==> config.mk <==
export PLATFORM = sky130hd
export DESIGN_NAME = utf8_validate_and_count_flat
export DESIGN_NICKNAME = d
export VERILOG_FILES = /design/src/hw/rtl/u8vc_pkg.sv /design/src/hw/rtl/u8vc_if.sv /design/src/hw/rtl/u8vc_lead_decode.sv /design/src/hw/rtl/u8vc_scan.sv /design/src/hw/rtl/utf8_validate_and_count.sv /design/src/flat_wrapper.sv
export VERILOG_INCLUDE_DIRS = /design/src /design/src/hw/rtl
export SDC_FILE = /design/constraint.sdc
export NUM_CORES = 1
export LEC_CHECK = 0
export ABC_CLOCK_PERIOD_IN_PS = 4900
export BUFFER_PORTS_ARGS = -buffer_cell sky130_fd_sc_hd__buf_2
export CORE_MARGIN = 2
export CORE_UTILIZATION = 45
export DETAILED_ROUTE_END_ITERATION = 16
export GPL_ROUTABILITY_DRIVEN = 0
export SETUP_SLACK_MARGIN = 0.2
export SLEW_MARGIN = 20
export SYNTH_ARGS = -nofsm -noshare
export SYNTH_HDL_FRONTEND = slang
export SYNTH_HIERARCHICAL = 1
export SYNTH_SLANG_ARGS = --single-unit
==> constraint.sdc <==
create_clock -name clk -period 4.9 [get_ports clk]
set_input_delay 0.98 -clock clk [delete_from_list [all_inputs] [get_ports clk]]
set_output_delay 0.98 -clock clk [all_outputs]
set_load 0.05 [all_outputs]
==> src/hw/rtl/utf8_validate_and_count_assert.svh <==
// ----------------------------------------------------------------------------
// UTF-8 validator assertion macros
// Concurrent assertion wrappers, compiled out when SYNTH is defined.
// ----------------------------------------------------------------------------
`ifndef UTF8_VALIDATE_AND_COUNT_ASSERT_SVH
`define UTF8_VALIDATE_AND_COUNT_ASSERT_SVH

`ifndef SYNTH
// Check a property outside reset
`define U8VC_ASSERT(lbl, clk, rst_n, prop) \
  lbl: assert property (@(posedge clk) disable iff (!rst_n) (prop)) \
    else $error("u8vc assertion failed");
// Check a property at every edge, reset included
`define U8VC_ASSERT_ALWAYS(lbl, clk, prop) \
  lbl: assert property (@(posedge clk) (prop)) \
    else $error("u8vc assertion failed");
`else
`define U8VC_ASSERT(lbl, clk, rst_n, prop)
`define U8VC_ASSERT_ALWAYS(lbl, clk, prop)
`endif

`endif

==> src/hw/rtl/u8vc_pkg.sv <==
// ----------------------------------------------------------------------------
// UTF-8 validator package
// Shared widths, codes, item types and the saturating count helper.
// ----------------------------------------------------------------------------
`default_nettype none

package u8vc_pkg;

  localparam int unsigned CNT_W = 31;
  localparam logic [CNT_W-1:0] CNT_MAX = {CNT_W{1'b1}};

  // Item kind codes
  localparam logic KIND_DATA = 1'b0;
  localparam logic KIND_END  = 1'b1;

  // Default continuation byte window
  localparam logic [7:0] CONT_LO = 8'h80;
  localparam logic [7:0] CONT_HI = 8'hBF;

  typedef struct packed {
    logic       kind;
    logic [7:0] data_byte;
  } item_t;

  typedef struct packed {
    logic             malformed;
    logic [CNT_W-1:0] code_points;
    logic [CNT_W-1:0] utf16_units;
  } result_t;

  // Lead byte classification
  typedef struct packed {
    logic [1:0] pend;
    logic [7:0] lo;
    logic [7:0] hi;
    logic       four;
    logic       bad;
    logic       single;
  } lead_t;

  // Add a small increment, clamp at the top of the count range
  function automatic logic [CNT_W-1:0] sat_add(input logic [CNT_W-1:0] cnt,
                                                input logic [1:0]       inc);
    logic [CNT_W:0] sum;
    sum = {1'b0, cnt} + {{(CNT_W-1){1'b0}}, inc};
    return sum[CNT_W] ? CNT_MAX : sum[CNT_W-1:0];
  endfunction

endpackage

`default_nettype wire

==> src/hw/rtl/u8vc_if.sv <==
// ----------------------------------------------------------------------------
// UTF-8 validator channels
// Valid/ready interfaces for the byte input and the result output.
// ----------------------------------------------------------------------------
`default_nettype none

interface u8vc_in_if;
  logic       valid;
  logic       ready;
  logic       kind;
  logic [7:0] data_byte;

  modport source (output valid, output kind, output data_byte, input ready);
  modport sink   (input valid, input kind, input data_byte, output ready);
endinterface

interface u8vc_out_if;
  logic                        valid;
  logic                        ready;
  logic                        malformed;
  logic [u8vc_pkg::CNT_W-1:0]  code_points;
  logic [u8vc_pkg::CNT_W-1:0]  utf16_units;

  modport source (output valid, output malformed, output code_points,
                  output utf16_units, input ready);
  modport sink   (input valid, input malformed, input code_points,
                  input utf16_units, output ready);
endinterface

`default_nettype wire

==> src/hw/rtl/u8vc_lead_decode.sv <==
// ----------------------------------------------------------------------------
// UTF-8 lead byte decoder
// Maps a lead byte to its continuation count and first continuation window.
// ----------------------------------------------------------------------------
`default_nettype none

module u8vc_lead_decode (
  input  logic [7:0]      data_byte,
  output u8vc_pkg::lead_t lead
);
  import u8vc_pkg::*;

  // Classify the lead byte; E0/ED/F0/F4 narrow the next byte's window
  always_comb begin
    lead.pend   = 2'd0;
    lead.lo     = CONT_LO;
    lead.hi     = CONT_HI;
    lead.four   = 1'b0;
    lead.bad    = 1'b0;
    lead.single = 1'b0;
    unique case (data_byte) inside
      [8'h00:8'h7F]: begin
        lead.single = 1'b1;
      end
      [8'hC2:8'hDF]: begin
        lead.pend = 2'd1;
      end
      8'hE0: begin
        lead.pend = 2'd2;
        lead.lo   = 8'hA0;
      end
      8'hED: begin
        lead.pend = 2'd2;
        lead.hi   = 8'h9F;
      end
      [8'hE1:8'hEC], [8'hEE:8'hEF]: begin
        lead.pend = 2'd2;
      end
      8'hF0: begin
        lead.pend = 2'd3;
        lead.four = 1'b1;
        lead.lo   = 8'h90;
      end
      [8'hF1:8'hF3]: begin
        lead.pend = 2'd3;
        lead.four = 1'b1;
      end
      8'hF4: begin
        lead.pend = 2'd3;
        lead.four = 1'b1;
        lead.hi   = 8'h8F;
      end
      default: begin
        lead.bad = 1'b1;
      end
    endcase
  end

endmodule

`default_nettype wire

==> src/hw/rtl/u8vc_scan.sv <==
// ----------------------------------------------------------------------------
// UTF-8 scan state
// Running well-formedness state and saturating counts, one byte per step.
// ----------------------------------------------------------------------------
`default_nettype none

module u8vc_scan (
  input  logic              clk,
  input  logic              rst_n,
  input  logic              step,
  input  u8vc_pkg::item_t   item,
  output u8vc_pkg::result_t res
);
  import u8vc_pkg::*;
  `include "utf8_validate_and_count_assert.svh"

  logic [1:0]       pend_r, pend_nxt;
  logic [7:0]       lo_r, lo_nxt;
  logic [7:0]       hi_r, hi_nxt;
  logic             four_r, four_nxt;
  logic             err_r, err_nxt;
  logic [CNT_W-1:0] pts_r, pts_nxt;
  logic [CNT_W-1:0] units_r, units_nxt;
  lead_t            lead;
  logic             finish;
  logic             fin_four;
  logic [1:0]       pend_dec;

  u8vc_lead_decode u_lead (
    .data_byte (item.data_byte),
    .lead      (lead)
  );

  assign pend_dec = pend_r - 2'd1;

  // Advance the byte state; clear it on an end item
  always_comb begin
    pend_nxt  = pend_r;
    lo_nxt    = lo_r;
    hi_nxt    = hi_r;
    four_nxt  = four_r;
    err_nxt   = err_r;
    finish    = 1'b0;
    fin_four  = four_r;
    if (item.kind == KIND_END) begin
      pend_nxt = 2'd0;
      lo_nxt   = CONT_LO;
      hi_nxt   = CONT_HI;
      four_nxt = 1'b0;
      err_nxt  = 1'b0;
    end else if (!err_r) begin
      if (pend_r != 2'd0) begin
        if (item.data_byte < lo_r || item.data_byte > hi_r) begin
          err_nxt = 1'b1;
        end else begin
          lo_nxt   = CONT_LO;
          hi_nxt   = CONT_HI;
          pend_nxt = pend_dec;
          if (pend_dec == 2'd0) begin
            finish   = 1'b1;
            four_nxt = 1'b0;
          end
        end
      end else begin
        lo_nxt   = lead.lo;
        hi_nxt   = lead.hi;
        four_nxt = lead.four;
        pend_nxt = lead.pend;
        err_nxt  = lead.bad;
        finish   = lead.single;
        fin_four = 1'b0;
      end
    end
  end

  // Count completed code points and their UTF-16 units
  always_comb begin
    pts_nxt   = pts_r;
    units_nxt = units_r;
    if (item.kind == KIND_END) begin
      pts_nxt   = '0;
      units_nxt = '0;
    end else if (finish) begin
      pts_nxt   = sat_add(pts_r, 2'd1);
      units_nxt = sat_add(units_r, fin_four ? 2'd2 : 2'd1);
    end
  end

  always_ff @(posedge clk) begin
    if (!rst_n) begin
      pend_r  <= 2'd0;
      lo_r    <= CONT_LO;
      hi_r    <= CONT_HI;
      four_r  <= 1'b0;
      err_r   <= 1'b0;
      pts_r   <= '0;
      units_r <= '0;
    end else if (step) begin
      pend_r  <= pend_nxt;
      lo_r    <= lo_nxt;
      hi_r    <= hi_nxt;
      four_r  <= four_nxt;
      err_r   <= err_nxt;
      pts_r   <= pts_nxt;
      units_r <= units_nxt;
    end
  end

  // Report the string as it stands before the end item clears it
  always_comb begin
    res.malformed   = err_r || (pend_r != 2'd0);
    res.code_points = res.malformed ? '0 : pts_r;
    res.utf16_units = res.malformed ? '0 : units_r;
  end

  `U8VC_ASSERT(a_idle_window, clk, rst_n, (pend_r == 2'd0) |-> (lo_r == CONT_LO && hi_r == CONT_HI))
  `U8VC_ASSERT(a_four_pending, clk, rst_n, four_r |-> (pend_r != 2'd0))
  `U8VC_ASSERT(a_units_ge_points, clk, rst_n, units_r >= pts_r)

endmodule

`default_nettype wire

==> src/hw/rtl/utf8_validate_and_count.sv <==
// ----------------------------------------------------------------------------
// UTF-8 validator with code point and UTF-16 length count
// Top level: input register, scan state and result register.
// ----------------------------------------------------------------------------
// Usage:
//   in_ch carries one item per transfer: kind = 0 with a string byte in
//   data_byte, or kind = 1 to close the string (data_byte ignored).
//   out_ch carries one result per end item: malformed, code_points and
//   utf16_units; both counts are zero when malformed is set and saturate
//   at 2^31-1 otherwise.
//   An end item passes the input register, then the result register, before
//   its result shows on out_ch. Throughput is one item per cycle while no end
//   item waits, set by the single register stage ahead of the scan state.
//   Data bytes never wait on out_ch. An end item waits in the input register
//   while a previous result is still held; in_ch.ready then drops until the
//   result transfers. Results hold steady while out_ch.ready is low.
//   Reset (rst_n low, synchronous) empties both registers and returns the
//   scan state to an empty string.
// ----------------------------------------------------------------------------
`default_nettype none

module utf8_validate_and_count (
  input  logic       clk,
  input  logic       rst_n,
  u8vc_in_if.sink    in_ch,
  u8vc_out_if.source out_ch
);
  import u8vc_pkg::*;
  `include "utf8_validate_and_count_assert.svh"

  logic    s1_valid_r, s1_valid_nxt;
  item_t   s1_item_r;
  logic    out_valid_r, out_valid_nxt;
  result_t out_res_r;
  result_t scan_res;
  logic    out_free;
  logic    s1_adv;
  logic    in_xfer;
  logic    out_load;

  // Handshake control
  assign out_free      = !out_valid_r || out_ch.ready;
  assign s1_adv        = s1_valid_r && (s1_item_r.kind == KIND_DATA || out_free);
  assign in_ch.ready   = !s1_valid_r || s1_adv;
  assign in_xfer       = in_ch.valid && in_ch.ready;
  assign out_load      = s1_adv && (s1_item_r.kind == KIND_END);
  assign s1_valid_nxt  = in_xfer || (s1_valid_r && !s1_adv);
  assign out_valid_nxt = out_load || (out_valid_r && !out_ch.ready);

  always_ff @(posedge clk) begin
    if (!rst_n) begin
      s1_valid_r  <= 1'b0;
      out_valid_r <= 1'b0;
    end else begin
      s1_valid_r  <= s1_valid_nxt;
      out_valid_r <= out_valid_nxt;
    end
  end

  // Capture the input item on transfer
  always_ff @(posedge clk) begin
    if (in_xfer) begin
      s1_item_r.kind      <= in_ch.kind;
      s1_item_r.data_byte <= in_ch.data_byte;
    end
  end

  u8vc_scan u_scan (
    .clk   (clk),
    .rst_n (rst_n),
    .step  (s1_adv),
    .item  (s1_item_r),
    .res   (scan_res)
  );

  // Hold the result until the receiver takes it
  always_ff @(posedge clk) begin
    if (out_load) begin
      out_res_r <= scan_res;
    end
  end

  assign out_ch.valid       = out_valid_r;
  assign out_ch.malformed   = out_res_r.malformed;
  assign out_ch.code_points = out_res_r.code_points;
  assign out_ch.utf16_units = out_res_r.utf16_units;

  `U8VC_ASSERT(a_load_slot_free, clk, rst_n, out_load |-> (!out_valid_r || out_ch.ready))
  `U8VC_ASSERT(a_load_shows, clk, rst_n, out_load |=> out_valid_r)
  `U8VC_ASSERT_ALWAYS(a_reset_empty, clk, !rst_n |=> (!out_valid_r && !s1_valid_r))

endmodule

`default_nettype wire

==> src/flat_wrapper.sv <==
// flat-port wrapper written by rule: the top's interface ports become plain ports
module utf8_validate_and_count_flat import u8vc_pkg::*;
  (clk, rst_n, in_ch_valid, in_ch_kind, in_ch_data_byte, in_ch_ready, out_ch_valid, out_ch_malformed, out_ch_code_points, out_ch_utf16_units, out_ch_ready);
  u8vc_in_if in_ch_i ();
  u8vc_out_if out_ch_i ();
  input  logic clk;
  input  logic rst_n;
  input wire logic [$bits(in_ch_i.valid)-1:0] in_ch_valid;
  input wire logic [$bits(in_ch_i.kind)-1:0] in_ch_kind;
  input wire logic [$bits(in_ch_i.data_byte)-1:0] in_ch_data_byte;
  output wire logic [$bits(in_ch_i.ready)-1:0] in_ch_ready;
  output wire logic [$bits(out_ch_i.valid)-1:0] out_ch_valid;
  output wire logic [$bits(out_ch_i.malformed)-1:0] out_ch_malformed;
  output wire logic [$bits(out_ch_i.code_points)-1:0] out_ch_code_points;
  output wire logic [$bits(out_ch_i.utf16_units)-1:0] out_ch_utf16_units;
  input wire logic [$bits(out_ch_i.ready)-1:0] out_ch_ready;
  assign in_ch_i.valid = in_ch_valid;
  assign in_ch_i.kind = in_ch_kind;
  assign in_ch_i.data_byte = in_ch_data_byte;
  assign in_ch_ready = in_ch_i.ready;
  assign out_ch_valid = out_ch_i.valid;
  assign out_ch_malformed = out_ch_i.malformed;
  assign out_ch_code_points = out_ch_i.code_points;
  assign out_ch_utf16_units = out_ch_i.utf16_units;
  assign out_ch_i.ready = out_ch_ready;
  utf8_validate_and_count u_core (.clk(clk), .rst_n(rst_n), .in_ch(in_ch_i), .out_ch(out_ch_i));
endmodule
==> results_tabular.tex, run 1 <==
\begin{tabular}{lr}
\hline
Metric & Value \\
\hline
\multicolumn{2}{l}{\textbf{Clock tree}} \\
\quad Setup Buffers After CTS & 0 \\
\quad Skew-Pair Late Insertion Delay & roughly 0.43 ns \\
\quad H-tree depth & 4 \\
\quad Clock root cell & clkbuf\_16 \\
\quad Clock Sinks & roughly 160 \\
\quad Clk slew on worst S/H paths & roughly 0.06 ns \\
\quad Post-cts resize count & 0 \\
\quad TritonCTS clock tree & done \\
\quad Number of buffers created by CTS & 17 \\
\quad Buffers from clock root to sink, at most & 2 \\
\quad CTS Hold Bufs & 0 \\
\multicolumn{2}{l}{\textbf{Critical path}} \\
\quad Type of origin of the critical path & flop \\
\quad Worst Path Required & 5.22 ns \\
\quad Family with the most delay on the worst path & compound AO/OA/AOI/OAI gates \\
\quad Cell Chain, Critical Path & buf\_4 > a21boi\_1 > nand2b\_1 > nor3b\_2 > a21o\_2 > o21ai\_0 > o221a\_1 \\
\quad Stage delay of the slowest cell on the critical path & between 0.7 and 0.8 ns \\
\quad CP Capture Type & flop \\
\quad Worst path arrival time & 3.79 ns \\
\quad Standard cell with the maximum stage delay on the critical path & a21o\_2 \\
\quad Number of buffer and inverter instances along the worst setup path & 1 \\
\quad Category of the most critical setup path & reg -> reg \\
\quad Highest net fanout along the worst path & 48 \\
\multicolumn{2}{l}{\textbf{Power}} \\
\quad Relative contribution of sequential cells to total power & $\sim$49\% \\
\quad Leak & 3.38 nW \\
\quad Reported net switching power & about 640 uW \\
\quad Combinational fraction of design power & slightly above 6\% \\
\quad Worst IR drop on VDD & around 0.26 mV \\
\quad Int Pwr & around 2.2 mW \\
\quad Part of the power in the clock network & 45.2\% \\
\quad Sw Share & approximately 22\% \\
\quad Total power density per cell area & between 300 and 400 nW/um\^{}2 \\
\multicolumn{2}{l}{\textbf{Placed design}} \\
\quad Placed Instances & a little over 1k \\
\quad Total of buffers placed on input and output ports & 77 \\
\quad Final HPWL DP & 10900 um \\
\quad Standard cell area after detailed placement & 8100 um\^{}2 \\
\quad DP Worst Slack & 1.07 ns \\
\multicolumn{2}{l}{\textbf{Route}} \\
\quad Detail Route Antenna Nets & 0 \\
\quad First DRT Iteration DRCs & 643 \\
\quad Length of the first detailed-routing pass in iterations & 5 \\
\quad DRC violations left & 0 \\
\quad Via density per instance & between 5 and 6 \\
\quad Average wire length per cell after detail routing & about 16 um \\
\quad DRT Wirelength & between 15000 and 20000 um \\
\quad Overall via count from detail\_route & 6081 \\
\multicolumn{2}{l}{\textbf{Yosys}} \\
\quad Number of enable-type register cells in the synthesized netlist & 72 \\
\quad Share of synthesized area occupied by flip-flops and latches & 50.3\% \\
\quad Post-synthesis share of cell area spent on full adders, half adders and majority gates & under 10\% \\
\quad Synth top cells by count & 84 x dfxtp\_1, 72 x and2\_1, 72 x edfxtp\_1, 56 x a21oi\_1, 51 x nor2\_1 \\
\quad Compound-gate portion of the synthesized area & approximately a fifth \\
\quad Ranking of synthesized cells by area & edfxtp\_1 28\%, dfxtp\_1 22\%, and2\_1 5.9\% \\
\quad Post-synth ARST share & 0\% \\
\quad Yosys warning count & 6 \\
\quad Top-count cell post-synth & dfxtp\_1 \\
\quad Simple logic cell fraction of the synthesized area & 21.9\% \\
\quad Post-Syn Area & between 7000 and 8000 um\^{}2 \\
\quad FF+latch count, synth & 156 \\
\quad Most frequently used flop master after synthesis & dfxtp\_1 \\
\quad Post-Synth XOR/XNOR Area & 0\% \\
\quad Fraction of synthesized cell area taken by the top area cell type & between 20\% and 30\% \\
\quad Distinct cells, synth & 65 \\
\quad Multiplexer fraction of the synthesized cell area & less than 1\% \\
\quad Library cell with the largest summed area after synthesis & edfxtp\_1 \\
\quad Mean instance size in the synthesized netlist & 9.99 um\^{}2 \\
\quad Gate Count Post-Synth & between 700 and 800 \\
\quad Dominant combinational cell family by area after synthesis & simple AND/OR/NAND/NOR gates \\
\multicolumn{2}{l}{\textbf{Timing}} \\
\quad Unrepaired setup endpoints after global routing & no \\
\quad Final setup violating endpoints & 0 \\
\quad Maximum operating frequency & approximately 290 MHz \\
\quad Min Clock Period, post-route & between 3 and 4 ns \\
\quad Final Max Tran Viols & 0 \\
\quad Actual transition at the worst max-transition pin & between 1 and 1.5 ns \\
\quad Setup TNS & 0 ns \\
\quad Tightest hold margin & just under 0.5 ns \\
\quad Max-Slew Margin vs Limit & 31.0\% \\
\quad Final critical-path share of the clock period & 70.8\% \\
\quad Maximum clock skew at final layout & 0.0120 ns \\
\quad Post-layout worst setup margin & between 1 and 1.5 ns \\
\quad Final count of hold timing violations & 0 \\
\multicolumn{2}{l}{\textbf{Hold path}} \\
\quad Hold Path Class & reg -> reg \\
\multicolumn{2}{l}{\textbf{Cells and area}} \\
\quad Area of the multi-input gates & about 3400 um\^{}2 \\
\quad Diode count & 0 \\
\quad Sequential Area & $\sim$3800 um\^{}2 \\
\quad Final std cell area, no fill & a little under 9000 um\^{}2 \\
\quad Final Net Count & between 800 and 900 \\
\quad Layout filler cell count & 1521 \\
\quad Post-synthesis to final-layout area growth & 13.5\% \\
\quad Fraction of layout instances using a drive strength above 1 & between 10\% and 20\% \\
\quad Final cell count without fillers & 1055 \\
\multicolumn{2}{l}{\textbf{Global routing}} \\
\quad Largest net degree at the start of global routing & 66 \\
\quad Number of antenna violations at the first check in global routing & 0 \\
\quad GR Util All Layers & between 10\% and 20\% \\
\quad Number of global-route vias before repair & slightly below 6k \\
\quad Grt total ovfl & 0 \\
\quad First-pass GRT wire length & 28400 um \\
\multicolumn{2}{l}{\textbf{Floorplanning}} \\
\quad Number of placement rows & 47 \\
\quad Die Span X & $\sim$130 um \\
\quad Die outline height & 134 um \\
\quad Placeable core area & 16600 um\^{}2 \\
\quad Total die area & between 15000 and 20000 um\^{}2 \\
\quad Starting density of the core & around 46\% \\
\quad I/O pin cnt & 78 \\
\multicolumn{2}{l}{\textbf{Flow run}} \\
\quad Max-Cap Viols & 0 \\
\multicolumn{2}{l}{\textbf{Run status}} \\
\quad Result of the run & finished, final reports clean \\
\hline
\end{tabular}
## metrics by stage
stage,utilization (%),total power [mW]
2_1_floorplan,-,1.56
3_3_place_gp,48.8,1.59
3_5_place_dp,48.8,1.60
4_1_cts,52.3,2.89
5_1_grt,52.3,2.97
6_report,52.3,2.86
## worst paths after layout
kind	startpoint	endpoint	slack [ns]	depth (start not counted)
max	u_core/s1_item_r[8]	u_core/u_scan/pts_r[29]	1.43	7
min	u_core/u_scan/units_r[0]	u_core/u_scan/units_r[0]	0.50	2
max reg2reg	u_core/s1_item_r[8]	u_core/u_scan/pts_r[29]	1.43	7
min reg2reg	u_core/u_scan/units_r[0]	u_core/u_scan/units_r[0]	0.50	2
## power by group through the flow
| stage | Combinational, mW | Clock [mW] | Sequential [mW] |
|---|---|---|---|
| 2_1_floorplan | 0.120 | 0 | 1.44 |
| 3_3_place_gp | 0.173 | 0 | 1.42 |
| 3_5_place_dp | 0.178 | 0 | 1.42 |
| 4_1_cts | 0.178 | 1.32 | 1.39 |
| 5_1_grt | 0.198 | 1.38 | 1.39 |
| 6_report | 0.178 | 1.30 | 1.39 |
## layout make-up
| class | instances | share of cell area [%] |
|---|---|---|
| Clock inverter | 9 | 1.43 |
| Tap cell | 220 | 3.18 |
| Multi-Input combinational cell | 537 | 39.8 |
| Timing Repair Buffer | 82 | 4.88 |
| Clock buffer | 23 | 5.17 |
| Inverter | 28 | 1.21 |
| Sequential cell | 156 | 44.3 |
## logic make-up after synthesis
| logic type | count (synthesis) |
|---|---|
| muxes | 1 |
| buffers and inverters | 82 |
| other | 2 |
| AOI/OAI and AO/OA | 209 |
| DFF | 156 |
| and+or+nand+nor | 296 |
| adders and majority gates | 19 |
## cell usage in the layout (no fill, tap or decap), drive strengths merged, types with 12 or more instances in the layout
| cell | instances |
|---|---|
| buf | 82 |
| o21ai | 26 |
| a21oi | 57 |
| and3 | 18 |
| nor2b | 16 |
| a41oi | 13 |
| nand3 | 24 |
| clkbuf | 23 |
| dfxtp | 84 |
| edfxtp | 72 |
| nor3 | 24 |
| nor2 | 54 |
| ha | 18 |
| inv | 29 |
| o221a | 22 |
| and2 | 72 |
| nand2 | 53 |
| conb | 12 |
| a31oi | 32 |
## worst register-to-register path: cells and delay by family, from the launching register on
kind            cells  cell delay, ns
simple gates        2            0.66
compound gates      4            1.99
flops               1            0.40
buf+inv             1            0.32
## per-layer routing
metal / vias to the layer above / GRT usage [%] / wire length [um]
met5: - / 0 / 0
met4: 0 / 8.71 / 289
met1: 2922 / 25.4 / 7760
met3: 27 / 3.51 / 903
li1: 2933 / - / -
met2: 199 / 32.2 / 8120
## registers in the layout (all words and copies together), names as in the netlist, 2 cells and up
name / flops
u_core/out_ch.code_points: 31
u_core/out_ch.utf16_units: 31
u_core/u_scan/pts_r: 31
u_core/u_scan/units_r: 31
u_core/s1_item_r: 9
u_core/u_scan/hi_r: 8
u_core/u_scan/lo_r: 8
u_core/u_scan/pend_r: 2
Power figures use the tool's default switching activity.
==> run 2: changes to the inputs <==
--- a/config.mk
+++ b/config.mk
@@ -6,7 +6,7 @@
 export SDC_FILE = /design/constraint.sdc
 export NUM_CORES = 1
 export LEC_CHECK = 0
-export ABC_CLOCK_PERIOD_IN_PS = 4900
+export ABC_CLOCK_PERIOD_IN_PS = 3500
 export BUFFER_PORTS_ARGS = -buffer_cell sky130_fd_sc_hd__buf_2
 export CORE_MARGIN = 2
 export CORE_UTILIZATION = 45
==> constraint.sdc (replaced) <==
create_clock -name clk -period 3.5 [get_ports clk]
set_input_delay 0.7 -clock clk [delete_from_list [all_inputs] [get_ports clk]]
set_output_delay 0.7 -clock clk [all_outputs]
set_load 0.05 [all_outputs]
==> results_tabular.tex, run 2 (synthesis results as in run 1) <==
\begin{tabular}{lr}
\hline
Metric & Value \\
\hline
\multicolumn{2}{l}{\textbf{Timing}} \\
\quad Final critical-path share of the clock period & 87.8\% \\
\quad Final count of hold timing violations & 0 \\
\quad Post-layout worst setup margin & between 0.4 and 0.5 ns \\
\quad Maximum operating frequency & 325 MHz \\
\quad Setup TNS & 0 ns \\
\quad Min Clock Period, post-route & around 3 ns \\
\quad Unrepaired setup endpoints after global routing & no \\
\quad Final setup violating endpoints & 0 \\
\quad Maximum clock skew at final layout & a little over 0.008 ns \\
\quad Final Max Tran Viols & 0 \\
\quad Max-Slew Margin vs Limit & between 50\% and 60\% \\
\quad Actual transition at the worst max-transition pin & about 0.70 ns \\
\multicolumn{2}{l}{\textbf{Critical path}} \\
\quad Worst Path Required & 3.81 ns \\
\quad Source of the worst register-to-register timing path & u\_core/u\_scan/pend\_r[1] \\
\quad Minimum setup slack among reg-to-reg paths & $\sim$0.43 ns \\
\quad Type of origin of the critical path & flop \\
\quad Launching instance or port of the critical path & u\_core/u\_scan/pend\_r[1] \\
\quad Highest net fanout along the worst path & 8 \\
\quad Critical path capture point & u\_core/u\_scan/units\_r[26] \\
\quad Category of the most critical setup path & reg -> reg \\
\quad Worst reg-to-reg path cell count & 12 \\
\quad CP Capture Type & flop \\
\quad Worst path arrival time & approximately 3.4 ns \\
\quad Capture instance of the worst register-to-register path & u\_core/u\_scan/units\_r[26] \\
\multicolumn{2}{l}{\textbf{Floorplanning}} \\
\quad Number of placement rows & 47 \\
\quad I/O pin cnt & just under 80 \\
\quad Die outline height & 134 um \\
\quad Total die area & around 18000 um\^{}2 \\
\quad Placeable core area & $\sim$17000 um\^{}2 \\
\quad Die Span X & around 130 um \\
\quad Starting density of the core & 46.1\% \\
\multicolumn{2}{l}{\textbf{Clock tree}} \\
\quad H-tree depth & 4 \\
\quad Setup Buffers After CTS & 0 \\
\quad Skew-Pair Late Insertion Delay & between 0.4 and 0.5 ns \\
\quad CTS Hold Bufs & 0 \\
\quad Clock Sinks & around 160 \\
\quad Number of buffers created by CTS & 17 \\
\quad Clk slew on worst S/H paths & approximately 0.060 ns \\
\quad Clock root cell & clkbuf\_16 \\
\quad TritonCTS clock tree & done \\
\quad Buffers from clock root to sink, at most & 2 \\
\multicolumn{2}{l}{\textbf{Cells and area}} \\
\quad Top library cells by usage in the layout, fill and taps aside & 84 x dfxtp\_1, 77 x buf\_2, 72 x and2\_1, 72 x edfxtp\_1, 55 x a21oi\_1 \\
\quad Fraction of layout instances using a drive strength above 1 & around 19\% \\
\quad Layout filler cell count & about 1.5k \\
\quad Diode count & 0 \\
\quad Post-synthesis to final-layout area growth & 14.1\% \\
\quad Final cell count without fillers & about 1.1k \\
\quad Most frequent standard cell in the layout excluding fill and tap cells & dfxtp\_1 \\
\quad Final Net Count & 861 \\
\quad Final std cell area, no fill & around 8700 um\^{}2 \\
\multicolumn{2}{l}{\textbf{Hold path}} \\
\quad Hold Path Class & in -> reg \\
\multicolumn{2}{l}{\textbf{Placed design}} \\
\quad Total of buffers placed on input and output ports & between 70 and 80 \\
\quad Standard cell area after detailed placement & 8170 um\^{}2 \\
\quad Placed Instances & 1030 \\
\quad DP Worst Slack & $\sim$0.28 ns \\
\quad Final HPWL DP & approximately 11000 um \\
\multicolumn{2}{l}{\textbf{Global routing}} \\
\quad Grt total ovfl & 0 \\
\quad Met2 track utilization from global routing & a little under a third \\
\quad Number of global-route vias before repair & 5802 \\
\quad Largest net degree at the start of global routing & 66 \\
\quad Met3 GRT Util & under 10\% \\
\quad Met1 capacity usage during global routing & 26.3\% \\
\quad Number of antenna violations at the first check in global routing & 0 \\
\quad Busiest layer in global routing & met2 \\
\quad First-pass GRT wire length & 28600 um \\
\quad GR Util All Layers & about a fifth \\
\multicolumn{2}{l}{\textbf{Route}} \\
\quad Average wire length per cell after detail routing & between 15 and 20 um \\
\quad Detail Route Antenna Nets & 0 \\
\quad Length of the first detailed-routing pass in iterations & 6 \\
\quad DRC violations left & 0 \\
\quad DRT Wirelength & $\sim$17000 um \\
\quad First DRT Iteration DRCs & 690 \\
\quad Overall via count from detail\_route & between 6k and 7k \\
\quad Via density per instance & about 5.7 \\
\multicolumn{2}{l}{\textbf{Run status}} \\
\quad Result of the run & finished, final reports clean \\
\multicolumn{2}{l}{\textbf{Flow run}} \\
\quad Max-Cap Viols & 0 \\
\multicolumn{2}{l}{\textbf{Power}} \\
\quad Worst IR drop on VDD & about 0.33 mV \\
\quad Total power density per cell area & $\sim$450 nW/um\^{}2 \\
\quad Leak & roughly 3.4 nW \\
\hline
\end{tabular}
-- run 2: changes by cell type in the layout (fill, tap and decap cells not counted), sizes merged --
cell	previous run	this run
clkinvlp	1	3
clkinv	4	8
clkbuf	23	20
buf	82	89
bufinv	3	1
inv	29	28
-- run 2: worst min path at each step --
| stage | startpoint | to | slack [ns] | cells past startpoint |
|---|---|---|---|---|
| after detailed placement | u_core/u_scan/hi_r[5] | u_core/u_scan/hi_r[5] | 0.48 | 2 |
| final | in_ch_data_byte[4] | u_core/s1_item_r[4] | 0.45 | 1 |
| after CTS | in_ch_data_byte[7] | u_core/s1_item_r[7] | 0.43 | 1 |
| after global placement | u_core/u_scan/lo_r[7] | u_core/u_scan/lo_r[7] | 0.48 | 2 |
| after global routing | in_ch_data_byte[3] | u_core/s1_item_r[3] | 0.43 | 1 |
| after floorplan | u_core/u_scan/pts_r[19] | u_core/u_scan/pts_r[19] | 0.45 | 2 |
-- run 2: area by class of cell --
cell class | instances | area [um^2] | area share [%]
Clock buffer | 20 | 437 | 5.01
Tap cell | 220 | 275 | 3.16
Sequential cell | 156 | 3840 | 44.1
Inverter | 28 | 105 | 1.21
Timing Repair Buffer | 89 | 500 | 5.74
Clock inverter | 12 | 100 | 1.15
Multi-Input combinational cell | 537 | 3450 | 39.6
-- run 2: what timing repair did --
action                                  4_1_cts  5_1_grt
endpoints found under the hold margin         0        0
gates resized for setup                       0        2
endpoints found under the setup margin        0       16
-- run 2: stage by stage --
step	util, %	total power [mW]	hold WS [ns]
after detailed placement	49.3	2.25	0.484
after CTS	52.5	3.94	0.432
final	52.6	3.90	0.451
after global placement	49.3	2.24	0.479
after floorplan	-	2.18	0.447
after global routing	52.6	4.06	0.425
-- run 2: routing by layer --
layer | vias to the layer above | part of all wire, %
li1 | 2959 | -
met1 | 2904 | 47
met2 | 187 | 47
met3 | 21 | 5.5
met4 | 0 | 1.1
met5 | - | 0
-- run 2: power breakdown --
part | total, mW | leakage (nW) | internal (mW) | switching (mW)
Clock | 1.69 | 0.252 | 0.970 | 0.722
Sequential | 1.95 | 1.43 | 1.92 | 0.0211
Combinational | 0.262 | 1.72 | 0.0760 | 0.186
Total | 3.90 | 3.40 | 2.97 | 0.929
-- run 2: worst max-delay path, cell delays in order (launching register included) --
cell	delay, ns
dfxtp_1	0.50
nor3_2	0.09
a21boi_1	0.33
inv_1	0.08
ha_1	0.23
fa_1	0.46
nand4_1	0.18
nor2_2	0.09
and2_1	0.19
and3_1	0.28
a31oi_1	0.22
nor2_1	0.07
o221a_2	0.26
==> run 3: changes to the inputs <==
--- a/config.mk
+++ b/config.mk
@@ -6,12 +6,14 @@
 export SDC_FILE = /design/constraint.sdc
 export NUM_CORES = 1
 export LEC_CHECK = 0
+export ABC_AREA = 1
 export ABC_CLOCK_PERIOD_IN_PS = 3500
 export BUFFER_PORTS_ARGS = -buffer_cell sky130_fd_sc_hd__buf_2
 export CORE_MARGIN = 2
 export CORE_UTILIZATION = 45
 export DETAILED_ROUTE_END_ITERATION = 16
 export GPL_ROUTABILITY_DRIVEN = 0
+export MAX_ROUTING_LAYER = met4
 export SETUP_SLACK_MARGIN = 0.2
 export SLEW_MARGIN = 20
 export SYNTH_ARGS = -nofsm -noshare
==> results_tabular.tex, run 3 <==
\begin{tabular}{lr}
\hline
Metric & Value \\
\hline
\multicolumn{2}{l}{\textbf{Critical path}} \\
\quad Highest net fanout along the worst path & 17 \\
\quad Standard cell with the maximum stage delay on the critical path & dfxtp\_1 \\
\quad Cell Chain, Critical Path & nor2\_4 > nand2\_2 > o21ai\_1 > inv\_1 > ha\_1 > nand2\_1 > nand2\_1 > nand2\_4 > nor2\_8 > inv\_2 > nor2\_4 > nand2\_4 > clkinv\_2 > o21ai\_0 > nand2\_1 > nand2\_1 > nor2\_1 \\
\quad Type of origin of the critical path & flop \\
\quad Family with the most delay on the worst path & simple AND/OR/NAND/NOR gates \\
\quad Most common cell type on the critical path & nand2\_1 \\
\quad Stage delay of the slowest cell on the critical path & 0.42 ns \\
\quad Category of the most critical setup path & reg -> reg \\
\quad CP Capture Type & flop \\
\quad Worst Path Required & 3.80 ns \\
\quad Worst path arrival time & between 3 and 4 ns \\
\quad Number of buffer and inverter instances along the worst setup path & 3 \\
\multicolumn{2}{l}{\textbf{Clock tree}} \\
\quad Buffers from clock root to sink, at most & 2 \\
\quad Setup Buffers After CTS & 0 \\
\quad CTS Hold Bufs & 0 \\
\quad Clock root cell & clkbuf\_16 \\
\quad Skew-Pair Late Insertion Delay & 0.43 ns \\
\quad TritonCTS clock tree & done \\
\quad Number of buffers created by CTS & 17 \\
\quad Clock Sinks & 156 \\
\quad H-tree depth & 4 \\
\quad Clk slew on worst S/H paths & about 0.070 ns \\
\multicolumn{2}{l}{\textbf{Timing}} \\
\quad Unrepaired setup endpoints after global routing & no \\
\quad Actual transition at the worst max-transition pin & between 0.7 and 0.8 ns \\
\quad Maximum operating frequency & 343 MHz \\
\quad Final count of hold timing violations & 0 \\
\quad Final Max Tran Viols & 0 \\
\quad Final critical-path share of the clock period & 83.4\% \\
\quad Maximum clock skew at final layout & approximately 0.01 ns \\
\quad Max-Slew Margin vs Limit & 50.0\% \\
\quad Min Clock Period, post-route & roughly 2.9 ns \\
\quad Setup TNS & 0 ns \\
\quad Final setup violating endpoints & 0 \\
\multicolumn{2}{l}{\textbf{Yosys}} \\
\quad Ranking of synthesized cells by area & edfxtp\_1 24\%, dfxtp\_1 18\%, nand2\_1 13\% \\
\quad Top-count cell post-synth & nand2\_1 \\
\quad Mean instance size in the synthesized netlist & 7.30 um\^{}2 \\
\quad Share of synthesized area occupied by flip-flops and latches & between 40\% and 50\% \\
\quad Library cell with the largest summed area after synthesis & edfxtp\_1 \\
\quad Yosys warning count & 6 \\
\quad Synth top cells by count & 324 x nand2\_1, 223 x nor2\_1, 123 x inv\_1, 108 x nand3\_1, 84 x dfxtp\_1 \\
\quad Fraction of synthesized cell area taken by the top area cell type & 23.7\% \\
\quad Post-synth ARST share & 0\% \\
\quad Post-Syn Area & between 9000 and 10000 um\^{}2 \\
\quad FF+latch count, synth & $\sim$160 \\
\quad Distinct cells, synth & 40 \\
\quad Gate Count Post-Synth & $\sim$1.2k \\
\quad Number of enable-type register cells in the synthesized netlist & around 70 \\
\quad Most frequently used flop master after synthesis & dfxtp\_1 \\
\multicolumn{2}{l}{\textbf{Floorplanning}} \\
\quad Placeable core area & approximately 20000 um\^{}2 \\
\quad Total die area & 21400 um\^{}2 \\
\quad Die outline height & $\sim$150 um \\
\quad Die Span X & approximately 150 um \\
\quad Number of placement rows & between 50 and 60 \\
\quad I/O pin cnt & between 70 and 80 \\
\quad Starting density of the core & between 40\% and 50\% \\
\multicolumn{2}{l}{\textbf{Power}} \\
\quad Sw Share & 29.0\% \\
\quad Reported net switching power & 1.32 mW \\
\quad Relative contribution of sequential cells to total power & between 40\% and 50\% \\
\quad Total power density per cell area & 447 nW/um\^{}2 \\
\quad Combinational fraction of design power & a little over an eighth \\
\quad Part of the power in the clock network & between 40\% and 50\% \\
\quad Worst IR drop on VDD & 0.318 mV \\
\quad Leak & 4.07 nW \\
\quad PnR Total Power & 4.56 mW \\
\quad Int Pwr & around 3.2 mW \\
\multicolumn{2}{l}{\textbf{Cells and area}} \\
\quad Post-synthesis to final-layout area growth & 12.0\% \\
\quad Top library cells by usage in the layout, fill and taps aside & 323 x nand2\_1, 222 x nor2\_1, 122 x inv\_1 \\
\quad Layout filler cell count & around 2.1k \\
\quad Final std cell area, no fill & approximately 10000 um\^{}2 \\
\quad Fraction of layout instances using a drive strength above 1 & around 16\% \\
\quad Diode count & 0 \\
\quad Final Util & between 50\% and 60\% \\
\quad Final Net Count & 1333 \\
\quad Most frequent standard cell in the layout excluding fill and tap cells & nand2\_1 \\
\quad Final cell count without fillers & between 1.5k and 2k \\
\multicolumn{2}{l}{\textbf{Placed design}} \\
\quad Final HPWL DP & between 15000 and 20000 um \\
\quad Total of buffers placed on input and output ports & 77 \\
\quad Standard cell area after detailed placement & roughly 9600 um\^{}2 \\
\quad Placed Instances & approximately 1.6k \\
\multicolumn{2}{l}{\textbf{Route}} \\
\quad DRT Wirelength & between 20000 and 25000 um \\
\quad Length of the first detailed-routing pass in iterations & 5 \\
\quad Average wire length per cell after detail routing & 13.8 um \\
\quad DRC violations left & 0 \\
\quad First DRT Iteration DRCs & $\sim$660 \\
\quad Via density per instance & roughly 4.9 \\
\quad Overall via count from detail\_route & around 7.8k \\
\quad Detail Route Antenna Nets & 0 \\
\multicolumn{2}{l}{\textbf{Flow run}} \\
\quad Max-Cap Viols & 0 \\
\multicolumn{2}{l}{\textbf{Global routing}} \\
\quad GR Util All Layers & 21.4\% \\
\quad First-pass GRT wire length & $\sim$36000 um \\
\quad Number of antenna violations at the first check in global routing & 0 \\
\quad Largest net degree at the start of global routing & 66 \\
\quad Grt total ovfl & 0 \\
\quad Number of global-route vias before repair & between 7k and 8k \\
\multicolumn{2}{l}{\textbf{Run status}} \\
\quad Result of the run & finished, final reports clean \\
\multicolumn{2}{l}{\textbf{Hold path}} \\
\quad Hold Path Class & in -> reg \\
\hline
\end{tabular}
run 3: final timing paths:
| kind | from | endpoint | slack (ns) | cells after the start |
|---|---|---|---|---|
| max | u_core/u_scan/pend_r[1] | u_core/u_scan/units_r[1] | 0.58 | 17 |
| min | in_ch_data_byte[6] | u_core/s1_item_r[6] | 0.45 | 1 |
| max reg2reg | u_core/u_scan/pend_r[1] | u_core/u_scan/units_r[1] | 0.58 | 17 |
| min reg2reg | u_core/u_scan/hi_r[2] | u_core/u_scan/hi_r[2] | 0.46 | 2 |
run 3: worst reg2reg max path, cell delays in order, from the launching register on:
cell and delay [ns]:
dfxtp_1 0.42, nor2_4 0.27, nand2_2 0.08, o21ai_1 0.26
inv_1 0.13, ha_1 0.30, nand2_1 0.09, nand2_1 0.09
nand2_4 0.13, nor2_8 0.05, inv_2 0.08, nor2_4 0.04
nand2_4 0.18, clkinv_2 0.24, o21ai_0 0.23, nand2_1 0.07
nand2_1 0.08, nor2_1 0.04
run 3: kinds of logic (layout without fill, tap and decap cells):
family | after synthesis | after routing | synth area share (%)
simple gates | 717 | 717 | 34.3
buf+inv | 208 | 264 | 9.95
flops | 156 | 156 | 42.2
compound gates | 119 | 119 | 8.17
xor+xnor | 27 | 27 | 2.60
fa+ha+maj | 19 | 19 | 2.69
other cells | 2 | 12 | 0.0824
run 3: power groups by stage:
stage          Sequential [mW]  Clock (mW)  Combinational [mW]
6_report                  2.05        1.91               0.598
5_1_grt                   2.06        2.02               0.675
4_1_cts                   2.05        1.94               0.604
3_5_place_dp              2.09           0               0.600
3_3_place_gp              2.09           0               0.596
2_1_floorplan             2.17           0               0.395
run 3: metal layers:
metal / wire (um) / GRT usage (%) / share of wire [%] / vias to the layer above
met5: 0 / - / 0 / -
li1: - / - / - / 4035
met2: 9970 / 33.7 / 46 / 182
met3: 756 / 3.47 / 3.5 / 28
met4: 384 / 6.31 / 1.8 / 0
met1: 10800 / 28.5 / 49 / 3557
run 3: through the flow:
stage,worst slack (ns),hold WS [ns]
finish,0.582,0.446
global route,0.267,0.427
CTS,0.329,0.429
detailed placement,0.343,0.448
global placement,0.507,0.442
floorplan,0.822,0.433
run 3: cell type report:
cell class	instances	area, um^2	area share [%]
clock inverters	14	156	1.53
repair buffers	84	450	4.42
inverters	148	557	5.46
multi-input cells	894	4420	43.3
clock buffers	18	439	4.30
well taps	270	338	3.31
flip-flops and latches	156	3840	37.7
run 3: timing repair:
action / 4_1_cts / 5_1_grt
resized for setup: 0 / 3
hold endpoints to repair: 0 / 0
setup endpoints to repair: 0 / 16
